<file path="src/rtl/dpb_pkg.sv">
// dpb_pkg: shared types and constants of the depth pixel back-projection block
// holds payload structs, the configuration record and register index codes
// no dependencies
`default_nettype none

package dpb_pkg;

    // fixed field widths
    localparam int DEPTH_W  = 16;
    localparam int COLOR_W  = 8;
    localparam int SCALE_W  = 24;
    localparam int CENTER_W = 16;
    localparam int INV_W    = 24;
    localparam int DIM_W    = 13;
    localparam int POS_W    = 32;
    localparam int Z_W      = 24;
    localparam int MAG_W    = 16;
    localparam int CFG_IDX_W  = 3;
    localparam int CFG_DATA_W = 24;

    // projection product split
    localparam int ZPROD_W = DEPTH_W + SCALE_W;     // depth times scale
    localparam int MZ_W    = MAG_W + Z_W;           // magnitude times z
    localparam int SPLIT_W = MZ_W / 2;              // low half of mag*z
    localparam int PART_W  = SPLIT_W + INV_W;       // one partial product
    localparam int PROD_W  = 64;
    localparam int FRAC_W  = 28;

    // small queue between front and back
    localparam int QUEUE_DEPTH = 4;
    localparam int QPTR_W      = $clog2(QUEUE_DEPTH);

    // configuration register indexes
    localparam logic [CFG_IDX_W-1:0] CFG_DEPTH_SCALE  = 3'd0;
    localparam logic [CFG_IDX_W-1:0] CFG_CENTER_X     = 3'd1;
    localparam logic [CFG_IDX_W-1:0] CFG_CENTER_Y     = 3'd2;
    localparam logic [CFG_IDX_W-1:0] CFG_INV_FOCAL_X  = 3'd3;
    localparam logic [CFG_IDX_W-1:0] CFG_INV_FOCAL_Y  = 3'd4;
    localparam logic [CFG_IDX_W-1:0] CFG_FRAME_WIDTH  = 3'd5;
    localparam logic [CFG_IDX_W-1:0] CFG_FRAME_HEIGHT = 3'd6;

    // register reset values
    localparam logic [SCALE_W-1:0]  RST_DEPTH_SCALE  = 24'd16777;
    localparam logic [CENTER_W-1:0] RST_CENTER_X     = 16'd5264;
    localparam logic [CENTER_W-1:0] RST_CENTER_Y     = 16'd3810;
    localparam logic [INV_W-1:0]    RST_INV_FOCAL_X  = 24'd27540;
    localparam logic [INV_W-1:0]    RST_INV_FOCAL_Y  = 24'd27510;
    localparam logic [DIM_W-1:0]    RST_FRAME_WIDTH  = 13'd640;
    localparam logic [DIM_W-1:0]    RST_FRAME_HEIGHT = 13'd480;

    typedef struct packed {
        logic [SCALE_W-1:0]  depth_scale;
        logic [CENTER_W-1:0] center_x;
        logic [CENTER_W-1:0] center_y;
        logic [INV_W-1:0]    inv_focal_x;
        logic [INV_W-1:0]    inv_focal_y;
        logic [DIM_W-1:0]    frame_width;
        logic [DIM_W-1:0]    frame_height;
    } t_cfg;

    typedef struct packed {
        logic [DEPTH_W-1:0] depth_raw;
        logic [COLOR_W-1:0] blue_in;
        logic [COLOR_W-1:0] green_in;
        logic [COLOR_W-1:0] red_in;
    } t_pixel;

    typedef struct packed {
        logic                    point_valid;
        logic signed [POS_W-1:0] pos_x;
        logic signed [POS_W-1:0] pos_y;
        logic [Z_W-1:0]          pos_z;
        logic [COLOR_W-1:0]      blue_out;
        logic [COLOR_W-1:0]      green_out;
        logic [COLOR_W-1:0]      red_out;
        logic                    frame_end;
    } t_point;

    // classified pixel handed from front to back
    typedef struct packed {
        logic [DEPTH_W-1:0] depth;
        logic [COLOR_W-1:0] blue;
        logic [COLOR_W-1:0] green;
        logic [COLOR_W-1:0] red;
        logic               frame_end;
        logic               neg_x;
        logic [MAG_W-1:0]   mag_x;
        logic               neg_y;
        logic [MAG_W-1:0]   mag_y;
    } t_item;

endpackage

`default_nettype wire

</file>
<file path="src/rtl/dpb_queue.sv">
// dpb_queue: short first-in first-out buffer between front and back
// holds classified pixels of type t_item from dpb_pkg
`default_nettype none

module dpb_queue (
    input  wire logic           i_clk,
    input  wire logic           i_rst_n,
    input  wire logic           i_push,
    input  wire dpb_pkg::t_item i_push_data,
    output logic                o_full,
    input  wire logic           i_pop,
    output dpb_pkg::t_item      o_pop_data,
    output logic                o_empty
);
    import dpb_pkg::*;

    t_item             r_mem [QUEUE_DEPTH];
    logic [QPTR_W-1:0] r_wr_ptr, r_rd_ptr;
    logic [QPTR_W:0]   r_count;
    logic              do_push, do_pop;

    assign o_full     = (r_count == (QPTR_W+1)'(QUEUE_DEPTH));
    assign o_empty    = (r_count == '0);
    assign do_push    = i_push && !o_full;
    assign do_pop     = i_pop && !o_empty;
    assign o_pop_data = r_mem[r_rd_ptr];

    // storage
    always_ff @(posedge i_clk) begin
        if (do_push) begin
            r_mem[r_wr_ptr] <= i_push_data;
        end
    end

    // pointers and fill count
    always_ff @(posedge i_clk) begin
        if (!i_rst_n) begin
            r_wr_ptr <= '0;
            r_rd_ptr <= '0;
            r_count  <= '0;
        end else begin
            if (do_push) begin
                r_wr_ptr <= r_wr_ptr + QPTR_W'(1);
            end
            if (do_pop) begin
                r_rd_ptr <= r_rd_ptr + QPTR_W'(1);
            end
            if (do_push && !do_pop) begin
                r_count <= r_count + (QPTR_W+1)'(1);
            end else if (do_pop && !do_push) begin
                r_count <= r_count - (QPTR_W+1)'(1);
            end
        end
    end

endmodule

`default_nettype wire

</file>
<file path="config.mk">
export PLATFORM = sky130hd
export DESIGN_NAME = dpb_queue
export DESIGN_NICKNAME = d
export VERILOG_FILES = /design/src/rtl/dpb_pkg.sv /design/src/rtl/dpb_queue.sv
export SDC_FILE = /design/constraint.sdc
export NUM_CORES = 1
export LEC_CHECK = 0
export BUFFER_PORTS_ARGS = -buffer_cell sky130_fd_sc_hd__buf_4
export CAP_MARGIN = 10
export CORE_AREA = 2 2 183 185
export DETAILED_ROUTE_END_ITERATION = 12
export DIE_AREA = 0 0 185 187
export PLACE_DENSITY = 0.54
export SETUP_SLACK_MARGIN = 0.3
export SYNTH_ARGS = -nofsm -noshare
export SYNTH_HDL_FRONTEND = slang
export SYNTH_SLANG_ARGS = --single-unit
</file>
<file path="constraint.sdc">
create_clock -name i_clk -period 3.34 [get_ports i_clk]
set_clock_uncertainty 0.05 [all_clocks]
set_input_delay 0.334 -clock i_clk [delete_from_list [all_inputs] [get_ports i_clk]]
set_output_delay 0.334 -clock i_clk [all_outputs]
set_load 0.02 [all_outputs]
</file>
* Yosys cells after proc, flatten, opt, wreduce, memory -nomap -nowiden
Memories as Yosys holds them, arrays and structs flattened. A register that Yosys moved wholly into a read port is not among the register bits. Index checks and enable logic that the tools add are counted.
Operators by class: multiplexer cells 6, reduce and logical (&&, ||, !) cells 10, add/sub/neg operators 4, eq/ne operators 1
Operators with widths (number):
- 3-bit 2-to-1 mux | 2
- 2-bit by 1-bit adder with 2-bit output, second input constant | 2
- 1-bit logical AND | 4
- 1-bit logical NOT | 4
- 2-bit 2-to-1 mux | 2
- 3-bit by 1-bit adder with 3-bit output, second input constant | 1
- 3-bit equality test, second input constant | 1
- 3-bit logical NOT | 1
- 3-bit by 1-bit subtractor with 3-bit output, second input constant | 1
- 1-bit 2-to-1 mux | 2
- 2-bit nonzero test | 1
Word-level totals: input bits 79, memories 1, register bits after elaboration 7, RAM bits 300, word-level logic and storage cells 25
Memories:
- r_mem | depth 4, width 75, read ports 1, clocked after Yosys merged registers in 1, wr ports 1, line dpb_queue.sv:17 | t_item r_mem [QUEUE_DEPTH];

* Logic depth before layout (Yosys ltp)
depth after elaboration 7, depth in mapped cells 9

* Least setup slack after synthesis
No wires, ideal clock.
kind register to register, start point register r_count[0], end point memory r_mem[0][0] in the netlist's numbering, enable pin, required time 2.848 ns, cell stages (with the launch flop) 5, clock period less this slack 3.124 ns, library setup time 0.442 ns, slack 0.216 ns, arrival 2.632 ns, cell sequence dfxtp_1 > nor3b_2 > nor2b_1 > buf_2 > and2_1
On the way: cells in the longest elaborated chain, start to end 5
Ends and longest elaborated chain:
- start: declaration | line dpb_queue.sv:19 | logic [QPTR_W:0] r_count;
- start signal: assignment | line dpb_queue.sv:49 | r_count <= r_count + (QPTR_W+1)'(1);
- start signal: assignment | line dpb_queue.sv:51 | r_count <= r_count - (QPTR_W+1)'(1);
- 3-bit equality test | line dpb_queue.sv:22 | assign o_full = (r_count == (QPTR_W+1)'(QUEUE_DEPTH));
- net o_full | line dpb_queue.sv:10 | output logic o_full,
- 1-bit logical NOT | line dpb_queue.sv:24 | assign do_push = i_push && !o_full;
- 1-bit logical AND | line dpb_queue.sv:24
- net do_push | line dpb_queue.sv:20 | logic do_push, do_pop;
- 1-bit 2-to-1 mux | line dpb_queue.sv:30 | if (do_push) begin
- 1-bit 2-to-1 mux (implied by the code) | line dpb_queue.sv:31 | r_mem[r_wr_ptr] <= i_push_data;
- end: declaration | line dpb_queue.sv:17
The timed path passes the listed nets, and every way through them passes these cells.

==> run metrics <==
first-pass GRT wire length=35.4 mm; Post-synth ARST share=0; final std cells w/o fill=~1200; antenna viol nets, final=0; CTS tree=built; die width=around 190 µm; post-DR wirelength/cell=19.3 µm; total gr overflow=0; Placement Rows=between 60 and 70; Net Sw Power=3200 µW; share of layout cells above drive strength 1=0.411; pre-CTS setup slack=0.720 ns; CORE AREA=roughly 0.033 mm²; Post-CTS Resized=0; Top Ports=~160; DRT iter0 DRCs=~310; Mapped Area=~0.011 mm²; total track usage=0.135; Crit. End Element=primary output; final wirelength=between 20 and 25 mm; Worst VDD drop=0.340 mV; DRC viols=0; vias in the first global route=between 6000 and 7000; critical path type=reg2out; Worst Path Max Fanout=30; Tcrit/Tclk final=0.792; Final Max Tran Viols=0; Worst-Margin Slew=~0.7 ns; via count=5416; largest net degree at the start of global routing=between 40 and 50; IO buf count=approximately 160; CP required=between 2 and 3 ns; mean post-synth cell area=25.7 µm²; final hold slack=between 0.06 and 0.07 ns; Max clock buf depth=3; Post-DP HPWL=around 14 mm; CTS sink count=309; die area=0.0346 mm²; setup tns final=0 ns; Rel. slew slack=0.526; initial antenna violation count=1; RSZ-0062 raised after global routing=false; clock power share=0.316; clk root buf=clkbuf_16; gate count after technology mapping=roughly 440; clk slew on worst S/H paths=0.06 ns; DRT Pass-1 Iters=4; crit path DAT=around 2.3 ns; final hold violations=0; post-synth net total=between 500 and 600; power per cell area=779 mW/mm²; endpoints failing setup=0; TritonCTS buffer count=35; Synth area leaders=edfxtp_1 80%, mux4_2 15%, dfxtp_1 1.6%; Yosys cell types=23; placed cells=1035; Sw Share=0.275; leading area contributor after synthesis=edfxtp_1; initial core utilization=0.344; outcome=completed; share of the synthesized area in the top cell type=0.797; Worst-Skew Late Latency=~0.49 ns; P_leak=between 0.005 and 0.006 µW; post-synthesis register bit count=a little over 300; internal power=~8500 µW; Final nets=slightly below 800; Seq pwr share=0.423; Final WS setup=between 0.6 and 0.7 ns; Post-synth EDFFs=300; Vias/cell=roughly 4.6; ys flop type=edfxtp_1; worst min path class=in2reg; register area share after synthesis=0.813; Die Y=~190 µm; H-tree depth=2; Worst Setup Start Kind=flip-flop; min Tclk post-route=around 2.6 ns; Comb pwr share=0.260; fmax=~380 MHz; placer's final routability congestion estimate=between 0.7 and 0.8; max cap viols=0; Area growth syn-to-layout=32.4%; synth warn=0
-- cells in the mapped netlist, drive strengths merged, types with 2 or more instances --
master	number
dfxtp	9
mux2i	3
inv	3
nand2	4
mux4	75
nor2b	2
ha	5
clkbuf	3
xnor2	3
buf	15
and2	8
edfxtp	300
-- registers in the layout, indices dropped and copies added, names as in the netlist, named ones only --
signal,cells
r_count,3
r_mem,300
r_rd_ptr,2
r_wr_ptr,2
-- metal layers --
layer  GRT usage  vias up  part of all wire
li1            -     2401                 -
met2       0.226      147              0.49
met5           0        -                 0
met3      0.0374       33             0.064
met1       0.174     2835              0.43
met4      0.0345        0             0.017
-- path summary, 6_finish.rpt --
kind	endpoint	slack, ns	cells past startpoint	from
hold reg to reg	r_wr_ptr[1]	0.45	2	r_wr_ptr[1]
setup / recovery	o_pop_data[72]	0.69	3	flip-flop
setup reg to reg	r_count[2]	0.76	8	r_count[0]
hold / removal	flip-flop	0.07	2	i_rst_n
-- repair_timing --
| item | in CTS | in global routing |
|---|---|---|
| hold buffers | 75 | 0 |
| endpoints found under the setup margin | 0 | 0 |
| buffers inserted | 0 | 0 |
| endpoints found under the hold margin | 300 | 0 |
-- stage by stage --
stage               instance area [µm²]  total power, µW  utilization
finish                            15000            11700        0.455
global route                      15000            12200        0.455
CTS                               15000            11900        0.455
detailed placement                13100             8070        0.398
global placement                  13100             8010        0.398
floorplan                         11300             6830            -
-- final cells by class --
class / instances / area [µm²]
fillers: 2858 / 17900
diodes: 1 / 2.50
well taps: 448 / 561
inverters: 3 / 11.3
clock buffers: 45 / 956
repair buffers: 241 / 2080
multi-input cells: 109 / 1980
flip-flops and latches: 309 / 9200
clock inverters: 18 / 166
-- kinds of logic (layout without fill, tap and decap cells) --
family / count (synthesis) / count (layout) / synth area share
other cells: 0 / 1 / 0
compound gates: 4 / 4 / 0.00299
mux: 78 / 78 / 0.152
xor+xnor: 4 / 4 / 0.00310
buf+inv: 21 / 307 / 0.0124
flops: 309 / 309 / 0.813
fa+ha+maj: 6 / 6 / 0.00731
simple gates: 17 / 17 / 0.00897
-- cell usage in the layout (no fill, tap or decap), drive strengths merged --
| cell type | instances |
|---|---|
| edfxtp | 300 |
| dfxtp | 9 |
| nor3b | 1 |
| diode | 1 |
| clkinv | 13 |
| ha | 5 |
| o311ai | 1 |
| mux4 | 75 |
| fa | 1 |
| inv | 3 |
| and2 | 8 |
| bufinv | 3 |
| xnor2 | 3 |
| dlygate4sd3 | 75 |
| or3 | 1 |
| nand2 | 4 |
| mux2i | 3 |
| nor3 | 1 |
| o21ai | 1 |
| nor2b | 2 |
| a21boi | 1 |
| xor2 | 1 |
| buf | 166 |
| o31ai | 1 |
| clkinvlp | 2 |
| clkbuf | 45 |
-- critical path, cell delays in order, from the launching register on --
cell and delay, ns:
dfxtp_4 0.65, buf_12 0.32, mux4_2 0.58, buf_4 0.18
-- power by group through the flow --
stage | clock network [µW] | logic (µW) | registers (µW)
final | 3690 | 3030 | 4930
after global routing | 3960 | 3250 | 4990
after CTS | 3790 | 3120 | 4950
after detailed placement | 0 | 3040 | 5030
after global placement | 0 | 3010 | 5000
after floorplan | 0 | 1950 | 4870
(Power assumes the default switching activity.)
