--- config.mk ---
export PLATFORM = sky130hd
export DESIGN_NAME = dpb_back_flat
export DESIGN_NICKNAME = d
export VERILOG_FILES = /design/src/rtl/dpb_pkg.sv /design/src/rtl/dpb_stream_if.sv /design/src/rtl/dpb_back.sv /design/src/flat_wrapper.sv
export SDC_FILE = /design/constraint.sdc
export NUM_CORES = 1
export LEC_CHECK = 0
export BUFFER_PORTS_ARGS = -buffer_cell sky130_fd_sc_hd__buf_2
export CAP_MARGIN = 20
export CORE_AREA = 3 3 82 84
export DETAILED_ROUTE_END_ITERATION = 8
export DIE_AREA = 0 0 85 87
export GPL_TIMING_DRIVEN = 0
export SETUP_SLACK_MARGIN = 0.15
export SYNTH_ARGS = -nofsm -noshare
export SYNTH_HDL_FRONTEND = slang
export SYNTH_SLANG_ARGS = --single-unit
--- constraint.sdc ---
create_clock -name i_clk -period 1.55 [get_ports i_clk]
set_clock_uncertainty 0.1 [all_clocks]
set_input_delay 0.155 -clock i_clk [delete_from_list [all_inputs] [get_ports i_clk]]
set_output_delay 0.155 -clock i_clk [all_outputs]
set_load 0.02 [all_outputs]
--- src/rtl/dpb_pkg.sv ---
// dpb_pkg: shared types and constants of the depth pixel back-projection block
// holds payload structs, the configuration record and register index codes
// no dependencies
`default_nettype none

package dpb_pkg;

    // fixed field widths
    localparam int DEPTH_W  = 16;
    localparam int COLOR_W  = 8;
    localparam int SCALE_W  = 24;
    localparam int CENTER_W = 16;
    localparam int INV_W    = 24;
    localparam int DIM_W    = 13;
    localparam int POS_W    = 32;
    localparam int Z_W      = 24;
    localparam int MAG_W    = 16;
    localparam int CFG_IDX_W  = 3;
    localparam int CFG_DATA_W = 24;

    // projection product split
    localparam int ZPROD_W = DEPTH_W + SCALE_W;     // depth times scale
    localparam int MZ_W    = MAG_W + Z_W;           // magnitude times z
    localparam int SPLIT_W = MZ_W / 2;              // low half of mag*z
    localparam int PART_W  = SPLIT_W + INV_W;       // one partial product
    localparam int PROD_W  = 64;
    localparam int FRAC_W  = 28;

    // small queue between front and back
    localparam int QUEUE_DEPTH = 4;
    localparam int QPTR_W      = $clog2(QUEUE_DEPTH);

    // configuration register indexes
    localparam logic [CFG_IDX_W-1:0] CFG_DEPTH_SCALE  = 3'd0;
    localparam logic [CFG_IDX_W-1:0] CFG_CENTER_X     = 3'd1;
    localparam logic [CFG_IDX_W-1:0] CFG_CENTER_Y     = 3'd2;
    localparam logic [CFG_IDX_W-1:0] CFG_INV_FOCAL_X  = 3'd3;
    localparam logic [CFG_IDX_W-1:0] CFG_INV_FOCAL_Y  = 3'd4;
    localparam logic [CFG_IDX_W-1:0] CFG_FRAME_WIDTH  = 3'd5;
    localparam logic [CFG_IDX_W-1:0] CFG_FRAME_HEIGHT = 3'd6;

    // register reset values
    localparam logic [SCALE_W-1:0]  RST_DEPTH_SCALE  = 24'd16777;
    localparam logic [CENTER_W-1:0] RST_CENTER_X     = 16'd5264;
    localparam logic [CENTER_W-1:0] RST_CENTER_Y     = 16'd3810;
    localparam logic [INV_W-1:0]    RST_INV_FOCAL_X  = 24'd27540;
    localparam logic [INV_W-1:0]    RST_INV_FOCAL_Y  = 24'd27510;
    localparam logic [DIM_W-1:0]    RST_FRAME_WIDTH  = 13'd640;
    localparam logic [DIM_W-1:0]    RST_FRAME_HEIGHT = 13'd480;

    typedef struct packed {
        logic [SCALE_W-1:0]  depth_scale;
        logic [CENTER_W-1:0] center_x;
        logic [CENTER_W-1:0] center_y;
        logic [INV_W-1:0]    inv_focal_x;
        logic [INV_W-1:0]    inv_focal_y;
        logic [DIM_W-1:0]    frame_width;
        logic [DIM_W-1:0]    frame_height;
    } t_cfg;

    typedef struct packed {
        logic [DEPTH_W-1:0] depth_raw;
        logic [COLOR_W-1:0] blue_in;
        logic [COLOR_W-1:0] green_in;
        logic [COLOR_W-1:0] red_in;
    } t_pixel;

    typedef struct packed {
        logic                    point_valid;
        logic signed [POS_W-1:0] pos_x;
        logic signed [POS_W-1:0] pos_y;
        logic [Z_W-1:0]          pos_z;
        logic [COLOR_W-1:0]      blue_out;
        logic [COLOR_W-1:0]      green_out;
        logic [COLOR_W-1:0]      red_out;
        logic                    frame_end;
    } t_point;

    // classified pixel handed from front to back
    typedef struct packed {
        logic [DEPTH_W-1:0] depth;
        logic [COLOR_W-1:0] blue;
        logic [COLOR_W-1:0] green;
        logic [COLOR_W-1:0] red;
        logic               frame_end;
        logic               neg_x;
        logic [MAG_W-1:0]   mag_x;
        logic               neg_y;
        logic [MAG_W-1:0]   mag_y;
    } t_item;

endpackage

`default_nettype wire

--- src/rtl/dpb_stream_if.sv ---
// dpb_stream_if: valid/ready channel carrying one payload per transaction
// payload type is a parameter, normally a struct from dpb_pkg
`default_nettype none

interface dpb_stream_if #(
    parameter type T = logic
) ();
    logic valid;
    logic ready;
    T     data;

    modport source (output valid, output data, input ready);
    modport sink   (input valid, input data, output ready);
endinterface

`default_nettype wire

--- src/rtl/dpb_back.sv ---
// dpb_back: multiply pipeline that turns classified pixels into 3-D points
// five stages plus an output register, all stalled together; uses dpb_pkg
`default_nettype none

module dpb_back (
    input  wire logic           i_clk,
    input  wire logic           i_rst_n,
    input  wire dpb_pkg::t_cfg  i_cfg,
    input  wire logic           i_empty,
    input  wire dpb_pkg::t_item i_item,
    output logic                o_pop,
    dpb_stream_if.source        o_point
);
    import dpb_pkg::*;

    // floor shift by the fraction width and saturate to signed 32 bits
    function automatic logic [POS_W-1:0] finish(input logic neg, input logic [PROD_W-1:0] prod);
        logic [PROD_W-FRAC_W:0] q;
        logic [PROD_W-FRAC_W:0] qn;
        logic [POS_W-1:0]       res;
        q  = (PROD_W-FRAC_W+1)'(prod[PROD_W-1:FRAC_W]);
        qn = q + (PROD_W-FRAC_W+1)'(prod[FRAC_W-1:0] != '0);
        if (!neg) begin
            res = (q > (PROD_W-FRAC_W+1)'(32'h7FFF_FFFF)) ? 32'h7FFF_FFFF : q[POS_W-1:0];
        end else if (qn > (PROD_W-FRAC_W+1)'(32'h8000_0000)) begin
            res = 32'h8000_0000;
        end else begin
            res = ~qn[POS_W-1:0] + 32'd1;
        end
        return res;
    endfunction

    logic en;
    logic [5:1] r_v;

    // per-stage payload
    t_item                r1_item;
    logic [ZPROD_W-1:0]   r1_zprod;
    logic                 r1_pv;

    t_item                r2_item;
    logic                 r2_pv;
    logic [Z_W-1:0]       r2_z;
    logic [MZ_W-1:0]      r2_mx, r2_my;

    t_item                r3_item;
    logic                 r3_pv;
    logic [Z_W-1:0]       r3_z;
    logic [PART_W-1:0]    r3_lo_x, r3_lo_y;
    logic [MZ_W-SPLIT_W-1:0] r3_hi_x, r3_hi_y;

    t_item                r4_item;
    logic                 r4_pv;
    logic [Z_W-1:0]       r4_z;
    logic [PART_W-1:0]    r4_lo_x, r4_lo_y;
    logic [PROD_W-SPLIT_W-1:0] r4_hp_x, r4_hp_y;

    t_item                r5_item;
    logic                 r5_pv;
    logic [Z_W-1:0]       r5_z;
    logic [PROD_W-1:0]    r5_px, r5_py;

    t_point               r_out;
    logic                 r_out_v;

    logic [ZPROD_W-9:0]   n_zs;
    logic [Z_W-1:0]       n_z;
    t_point               n_out;

    // whole pipeline moves when the output slot frees up
    assign en    = !r_out_v || o_point.ready;
    assign o_pop = en && !i_empty;

    assign o_point.valid = r_out_v;
    assign o_point.data  = r_out;

    // z scaling and saturation
    always_comb begin
        n_zs = r1_zprod[ZPROD_W-1:8];
        if (!r1_pv) begin
            n_z = '0;
        end else if (n_zs[ZPROD_W-9:Z_W] != '0) begin
            n_z = '1;
        end else begin
            n_z = n_zs[Z_W-1:0];
        end
    end

    // output formatting
    always_comb begin
        n_out.point_valid = r5_pv;
        n_out.pos_x       = finish(r5_item.neg_x, r5_px);
        n_out.pos_y       = finish(r5_item.neg_y, r5_py);
        n_out.pos_z       = r5_z;
        n_out.blue_out    = r5_item.blue;
        n_out.green_out   = r5_item.green;
        n_out.red_out     = r5_item.red;
        n_out.frame_end   = r5_item.frame_end;
    end

    // stage valid bits
    always_ff @(posedge i_clk) begin
        if (!i_rst_n) begin
            r_v     <= '0;
            r_out_v <= 1'b0;
        end else if (en) begin
            r_v     <= {r_v[4:1], !i_empty};
            r_out_v <= r_v[5];
        end
    end

    // datapath stages
    always_ff @(posedge i_clk) begin
        if (en) begin
            // depth times scale
            r1_item  <= i_item;
            r1_pv    <= (i_item.depth != '0);
            r1_zprod <= i_item.depth * i_cfg.depth_scale;
            // magnitude times z
            r2_item  <= r1_item;
            r2_pv    <= r1_pv;
            r2_z     <= n_z;
            r2_mx    <= r1_item.mag_x * n_z;
            r2_my    <= r1_item.mag_y * n_z;
            // low partial product by the reciprocal
            r3_item  <= r2_item;
            r3_pv    <= r2_pv;
            r3_z     <= r2_z;
            r3_lo_x  <= r2_mx[SPLIT_W-1:0] * i_cfg.inv_focal_x;
            r3_lo_y  <= r2_my[SPLIT_W-1:0] * i_cfg.inv_focal_y;
            r3_hi_x  <= r2_mx[MZ_W-1:SPLIT_W];
            r3_hi_y  <= r2_my[MZ_W-1:SPLIT_W];
            // high partial product
            r4_item  <= r3_item;
            r4_pv    <= r3_pv;
            r4_z     <= r3_z;
            r4_lo_x  <= r3_lo_x;
            r4_lo_y  <= r3_lo_y;
            r4_hp_x  <= (PROD_W-SPLIT_W)'(r3_hi_x * i_cfg.inv_focal_x);
            r4_hp_y  <= (PROD_W-SPLIT_W)'(r3_hi_y * i_cfg.inv_focal_y);
            // combine partial products
            r5_item  <= r4_item;
            r5_pv    <= r4_pv;
            r5_z     <= r4_z;
            r5_px    <= {r4_hp_x, {SPLIT_W{1'b0}}} + PROD_W'(r4_lo_x);
            r5_py    <= {r4_hp_y, {SPLIT_W{1'b0}}} + PROD_W'(r4_lo_y);
            // result register
            r_out    <= n_out;
        end
    end

endmodule

`default_nettype wire

--- src/flat_wrapper.sv ---
// flat-port wrapper written by rule: the top's interface ports become plain ports
module dpb_back_flat import dpb_pkg::*;
  (i_clk, i_rst_n, i_cfg, i_empty, i_item, o_pop, o_point_valid, o_point_data, o_point_ready);
  dpb_stream_if o_point_i ();
  input  wire logic i_clk;
  input  wire logic i_rst_n;
  input  wire dpb_pkg::t_cfg i_cfg;
  input  wire logic i_empty;
  input  wire dpb_pkg::t_item i_item;
  output logic o_pop;
  output wire logic [$bits(o_point_i.valid)-1:0] o_point_valid;
  output wire logic [$bits(o_point_i.data)-1:0] o_point_data;
  input wire logic [$bits(o_point_i.ready)-1:0] o_point_ready;
  assign o_point_valid = o_point_i.valid;
  assign o_point_data = o_point_i.data;
  assign o_point_i.ready = o_point_ready;
  dpb_back u_core (.i_clk(i_clk), .i_rst_n(i_rst_n), .i_cfg(i_cfg), .i_empty(i_empty), .i_item(i_item), .o_pop(o_pop), .o_point(o_point_i));
endmodule
; After elaboration in Yosys (flattened, before gate mapping)
; Index checks and enable logic that the tools add are counted.
[word_totals]
regBits = 12
word_cells = 12
out_inout_bits = 3
[classes]
reduce_logical = 4
[op_table]
columns = op, n
row1 = 1-bit logical NOT, 2
row2 = 1-bit logical AND, 1
row3 = 1-bit logical OR, 1

; Logic depth before layout (Yosys ltp)
; Gate-level depths: netlist of the first run.
[logic_depth]
depth_word = 3
ltp_mapped = 3
depth_no_buf = 3

; Worst setup path after synthesis of the first run
; No wires, ideal clock.
[synth_timing]
path_type = flip-flop to flip-flop
startpoint = register u_core.r_out_v, in the netlist u_core.o_point.valid
endpoint = register u_core.r5_item (netlist bit u_core.n_out[0]), enable pin
period_less_slack_ns = 1.109
setup_ns = 0.261
required_time_ns = 1.189
t_arrival_ns = 0.748
path_buffers = 0
stages_incl_launch_ff = 3
path_slack_ns = 0.441
path_cell_list = dfxtp_1 nor2b_4 inv_2
[synth_between]
elab_chain_len = 2
[synth_lines]
columns = item, line
row1 = "start, declared", dpb_back.sv:64  ; logic r_out_v;
row2 = "start signal, assigned", dpb_back.sv:108  ; r_out_v <= r_v[5];
row3 = 1-bit logical NOT, dpb_back.sv:71  ; assign en = !r_out_v || o_point.ready;
row4 = 1-bit logical OR, dpb_back.sv:71
row5 = net u_core.en, dpb_back.sv:33  ; logic en;
row6 = "end signal, assigned", dpb_back.sv:142  ; r5_item <= r4_item;
row7 = "end, declared", dpb_back.sv:58  ; t_item r5_item;
; The timed path passes the listed nets, and every way through them passes these cells.
; A chain may end at the register's enable or synchronous reset.

; Worst setup path after layout of the first run
[layout_timing]
startpoint = register u_core.r_out_v, in the netlist u_core.o_point.valid
endpoint = output o_pop
[layout_between]
elab_chain_len = 3
[layout_lines]
columns = item, line
row1 = 1-bit logical NOT, dpb_back.sv:71
row2 = 1-bit logical OR, dpb_back.sv:71
row3 = 1-bit logical AND, dpb_back.sv:72  ; assign o_pop = en && !i_empty;
row4 = "end, declared", flat_wrapper.sv:10  ; output logic o_pop;
; Every way passes these cells.

==> impl_metrics.yaml, run 1 <==
run_status:
  status: "finished, final reports clean"
detailed_routing:
  drc_errors: 0
  vias_per_cell: 1.974
  vias: 225
  final_antenna_net_count: 0
  first_pass_iters: 2
  wire_per_inst_um: 6.272
  first_iter_violations: 5
  wirelength_um: 715
timing:
  timing.hold.ws_ns: 0.1106
  fmax_mhz: 828.0
  period_minus_slack_ns: 1.208
  tightest_slew_ns: 0.2454
  tns_ns: 0
  fin_crit_sh_pct: 77.92
  relSlewSlack_pct: 83.61
  drv_slew: 0
  finalSetupViolCount: 0
  rsz0062_at_grt: "false"
  hold_viol_final: 0
hold_path:
  worstHoldPathCells: 2
  holdPathEnd: "u_core.o_point.valid"
  hp-start: "i_rst_n"
  min_path_type: "in -> reg"
global_route:
  gr-usage-met2_pct: 2.472
  antenna_found_initial: 0
  met1_usage_pct: 2.566
  grt_overflow: 0
  grt_max_degree: 11
  grt_usage_pct: 2.330
  busiest_layer: "met3"
  met3_usage_pct: 3.595
  first_global_vias: 243
  grt_pass1_wl_um: 1131
synthesis:
  ys_warn_count: 0
  ys_types: 9
  synth_area_um2: 404.1
  ys_ff_latch: 12
  ys_seq_area_share_pct: 74.30
  yosys.area.top_type: "edfxtp_1"
  syn_nets: 236
  yosys.area.top_type_share_pct: 44.58
  syn_area_per_cell_um2: 14.97
  syn_inst: 27
  ys_top_cells_by_area: "edfxtp_1 45%, dfxtp_1 30%, mux2i_1 12%"
cts:
  numCtsBuffers: 3
  cts-root-buf: "clkbuf_8"
  clk_pin_slew_ns: 0.05
  cts_tree: "yes"
  cts_setup_buffers: 0
  cts-htree-levels: 1
  cts_num_sinks: 12
  clk_latency_ns: 0.23
  cts.path.max_buffers: 2
setup_path:
  cp_slowest_cell: "dfxtp_1"
  crit_cells: 3
  rrSetupSlack_ns: 0.50
  path_buf_inv: 1
  reg2reg_depth: 2
  endpoint_kind: "primary output"
  max_stage_delay_ns: 0.32
  path_max_fanout: 4
  cp-start-kind: "register"
  cp_top_family: "flip-flops"
  crit_type: "reg -> out"
  cp.arrival_ns: 0.95
  cp_data_required_time_ns: 1.29
  worstPathCellList: "nor2b_4 -> nor2_1 -> buf_2"
  reg2reg_from: "u_core.o_point.valid"
  rr_endpoint: "u_core.r2_item[34]"
power:
  ir_worst_vdd_uv: 719.8
  power_uw: 709.8
  powerDensity_nw_per_um2: 1187
  p_leak_nw: 0.2294
floorplanning:
  core_um2: 5991
  fp.dieArea_um2: 7395
  fp.dieH_um: 87
  die_w_um: 85
  row_count: 28
  start_util_pct: 6.746
  io_pins: 212
flow_run:
  max_cap_viol_count: 0
final_layout:
  fillers: 684
  syn_to_final_growth_pct: 47.99
  seqCellArea_um2: 300.3
  diodes: 0
  multi_input_area_um2: 100.1
  layout-drive-gt1-share_pct: 33.33
  nets: 249
place:
  io_buffers: 7
  place_congestion: 0.6751
cells in the mapped netlist (all sizes together):
cell type  number
nand2           5
inv             1
nand2b          1
o21a            1
mux2i           5
edfxtp          6
nor2            1
dfxtp           6
nor2b           1
layout make-up:
type                    instances  area share (%)
clock buffers                   4           9.205
multi-input cells              14           16.74
repair buffers                  8           7.531
inverters                       1          0.6276
well taps                      75           15.69
flip-flops and latches         12           50.21
sequential cells by signal (all words and copies together) (netlist names):
register              count
u_core.r3_item            1
u_core.r1_item            1
u_core.o_point.data       1
u_core.r4_item            1
u_core.r2_item            1
u_core.r_v                5
u_core.o_point.valid      1
u_core.n_out              1
worst reg2reg max path, cell delays in order, from the launching register on:
cell,delay [ns]
dfxtp_1,0.31
nor2b_4,0.13
inv_2,0.20
cells in the final DEF (no fill, tap or decap):
cell type and count:
o21a_1 1, dlygate4sd3_1 1, clkbuf_8 4, nand2b_1 1, nand2_1 5, inv_2 1
edfxtp_1 6, nor2b_4 1, nor2_1 1, dfxtp_1 6, mux2i_1 5, buf_2 7
metrics by stage:
step	utilization [%]	setup slack, ns	std cells	instance area (um2)
after floorplan	-	0.4412	27	404.1
after global placement	8.897	0.5163	109	533.0
after detailed placement	8.897	0.4944	109	533.0
after CTS	9.983	0.3205	114	598.1
after global routing	9.983	0.2823	114	598.1
final	9.983	0.3422	114	598.1
worst max-delay path by stage:
stage	to	from	slack [ns]
6_report	o_pop	u_core.o_point.valid	0.34
5_1_grt	o_pop	u_core.o_point.valid	0.28
4_1_cts	o_pop	u_core.o_point.valid	0.32
3_5_place_dp	u_core.o_point.data	u_core.o_point.valid	0.49
3_3_place_gp	u_core.o_point.data	u_core.o_point.valid	0.52
2_1_floorplan	u_core.n_out[0]	u_core.o_point.valid	0.44
logic make-up after synthesis:
group	after synthesis	share of synthesized area, %
flip-flops	12	74.30
AND/OR/NAND/NOR	8	10.53
multiplexers	5	12.38
AO/OA/AOI/OAI	1	1.858
buffers and inverters	1	0.9279
layer usage:
metal / wire, um / up-vias
met5: 0 / -
met4: 0 / 0
met3: 107 / 0
met2: 224 / 10
met1: 383 / 99
li1: - / 116
power by group:
part / switching, mW / internal [mW]
logic: 0.0135 / 0.0110
registers: 0.00388 / 0.347
clock network: 0.111 / 0.224
timing repair:
action	in CTS	in global routing
hold buffers	1	0
gates resized for setup	0	0
hold endpoints to repair	1	0
No activity file was read; power rests on OpenSTA's default activity.
==> run 2: changes to the inputs <==
- CORE_AREA: 3 3 82 84 -> 3 3 80 82
- DIE_AREA: 0 0 85 87 -> 0 0 83 85
- clock period: 1.55 -> 1.2 ns (I/O delays scaled with it)
==> run 2 against run 1 <==
  * Die area is 4.6% lower
  * Sequential share of layout area shrank 0.82 points
  * Combinational power rose by 48%
  * Sequential cell count is the same
  * Utilization rose by 0.52 points
  * Largest power group unchanged
==> impl_metrics.yaml, run 2 (synthesis results as in run 1) <==
detailed_routing:
  wirelength_um: 608
  vias_per_cell: 2.043
  wire_per_inst_um: 5.287
  vias: 235
  first_pass_iters: 2
  first_iter_violations: 11
  final_antenna_net_count: 0
  drc_errors: 0
power:
  ir_worst_vdd_uv: 414.8
  p_switching_uw: 152.8
  power.share.clock_pct: 42.5
  p_leak_nw: 0.2330
  seqPwrFrac_pct: 53.2
  sw_frac_of_total_pct: 17.94
  power.internal_uw: 698.9
  powerDensity_nw_per_um2: 1395
  power_frac_comb_pct: 4.3
timing:
  finalSetupViolCount: 0
  drv_slew: 0
  hold_viol_final: 0
  fin_crit_sh_pct: 93.09
  tightest_slew_ns: 0.2241
  period_minus_slack_ns: 1.117
  fmax_mhz: 895.2
  tns_ns: 0
  timing.hold.ws_ns: 0.07512
  rsz0062_at_grt: "true"
  relSlewSlack_pct: 85.04
floorplanning:
  start_util_pct: 6.949
  fp.dieH_um: 85
  row_count: 28
  die_w_um: 83
  io_pins: 212
  fp.dieArea_um2: 7055
  core_um2: 5816
final_layout:
  nets: 250
  syn_to_final_growth_pct: 51.08
  largest_reg_flops: 5
  layout-drive-gt1-share_pct: 37.50
  mostFrequentLayoutCells: "6 x buf_2, 6 x edfxtp_1, 5 x nand2_1, 5 x mux2i_1, 5 x dfxtp_1"
  top_register: "u_core.r_v"
  diodes: 0
setup_path:
  cp.arrival_ns: 0.90
  cp-start-kind: "register"
  worstPathCellList: "nor2b_4 -> nor2_4 -> buf_6"
  cp_slowest_cell: "dfxtp_2"
  cp_data_required_time_ns: 0.98
  crit_type: "reg -> out"
  endpoint_kind: "primary output"
  max_stage_delay_ns: 0.31
  path_buf_inv: 1
  cp_top_family: "flip-flops"
  path_max_fanout: 3
global_route:
  antenna_found_initial: 0
  grt_usage_pct: 2.214
  grt_overflow: 0
  grt_pass1_wl_um: 1048
  grt_max_degree: 11
  first_global_vias: 238
flow_run:
  max_cap_viol_count: 0
place:
  io_buffers: 7
  hpwl_um: 427.7
  place_congestion: 0.6405
cts:
  cts-root-buf: "clkbuf_8"
  cts.path.max_buffers: 2
  cts_tree: "yes"
  cts_num_sinks: 12
  clk_pin_slew_ns: 0.05
  clk_latency_ns: 0.23
  cts-htree-levels: 1
  numCtsBuffers: 3
run_status:
  status: "finished, final reports clean"
hold_path:
  min_path_type: "in -> reg"
[run 2: changes by cell type in the layout (fill, tap and decap cells not counted)]
| cell | previous run | this run |
|---|---|---|
| buf_2 | 7 | 6 |
| nor2_1 | 1 | 0 |
| dfxtp_2 | 0 | 1 |
| clkbuf_8 | 4 | 3 |
| buf_6 | 0 | 1 |
| nor2_4 | 0 | 1 |
| buf_4 | 0 | 1 |
| dfxtp_1 | 6 | 5 |
| clkbuf_1 | 0 | 1 |
[run 2: final cells by class]
class | instances | area, um2
tap | 75 | 93.84
sequential | 12 | 301.5
clock buffer | 4 | 45.04
multi-input combinational | 14 | 107.6
fill | 676 | 5205
timing repair buffer | 9 | 58.81
inverter | 1 | 3.754
[run 2: repair_timing]
| item | 4_1_cts | 5_1_grt |
|---|---|---|
| setup endpoints to repair | 1 | 9 |
| resized for setup | 1 | 3 |
| hold buffers | 1 | 0 |
| endpoints found under the hold margin | 1 | 0 |
| setup buffers | 1 | 0 |
[run 2: power by group through the flow]
stage,Clock [mW],Sequential (mW),Combinational (mW)
detailed placement,0,0.461,0.0291
global placement,0,0.460,0.0286
floorplan,0,0.463,0.0104
finish,0.362,0.453,0.0363
global route,0.416,0.454,0.0398
CTS,0.380,0.453,0.0330
[run 2: stage by stage]
stage	cell area [um2]	setup slack (ns)	total power [mW]	instances	util (%)
floorplan	405.4	0.1566	0.4729	27	-
global placement	534.3	0.1628	0.4891	109	9.187
detailed placement	534.3	0.1569	0.4896	109	9.187
CTS	599.3	0.05540	0.8659	115	10.31
global route	610.6	0.03027	0.9100	115	10.50
finish	610.6	0.08287	0.8516	115	10.50
[run 2: worst paths after layout]
check,start,slack [ns],to,cells after the start
max,u_core.o_point.valid,0.08,o_pop,3
min,i_rst_n,0.08,u_core.o_point.valid,2
max reg2reg,u_core.o_point.valid,0.17,u_core.o_point.data,2
min reg2reg,u_core.r3_item[34],0.32,u_core.r4_item[34],0
[run 2: per-layer routing]
metal  GRT usage (%)  wire, um
met1           1.760       241
met2           2.697       270
met3           2.330        71
met4           2.675        25
met5               0         0
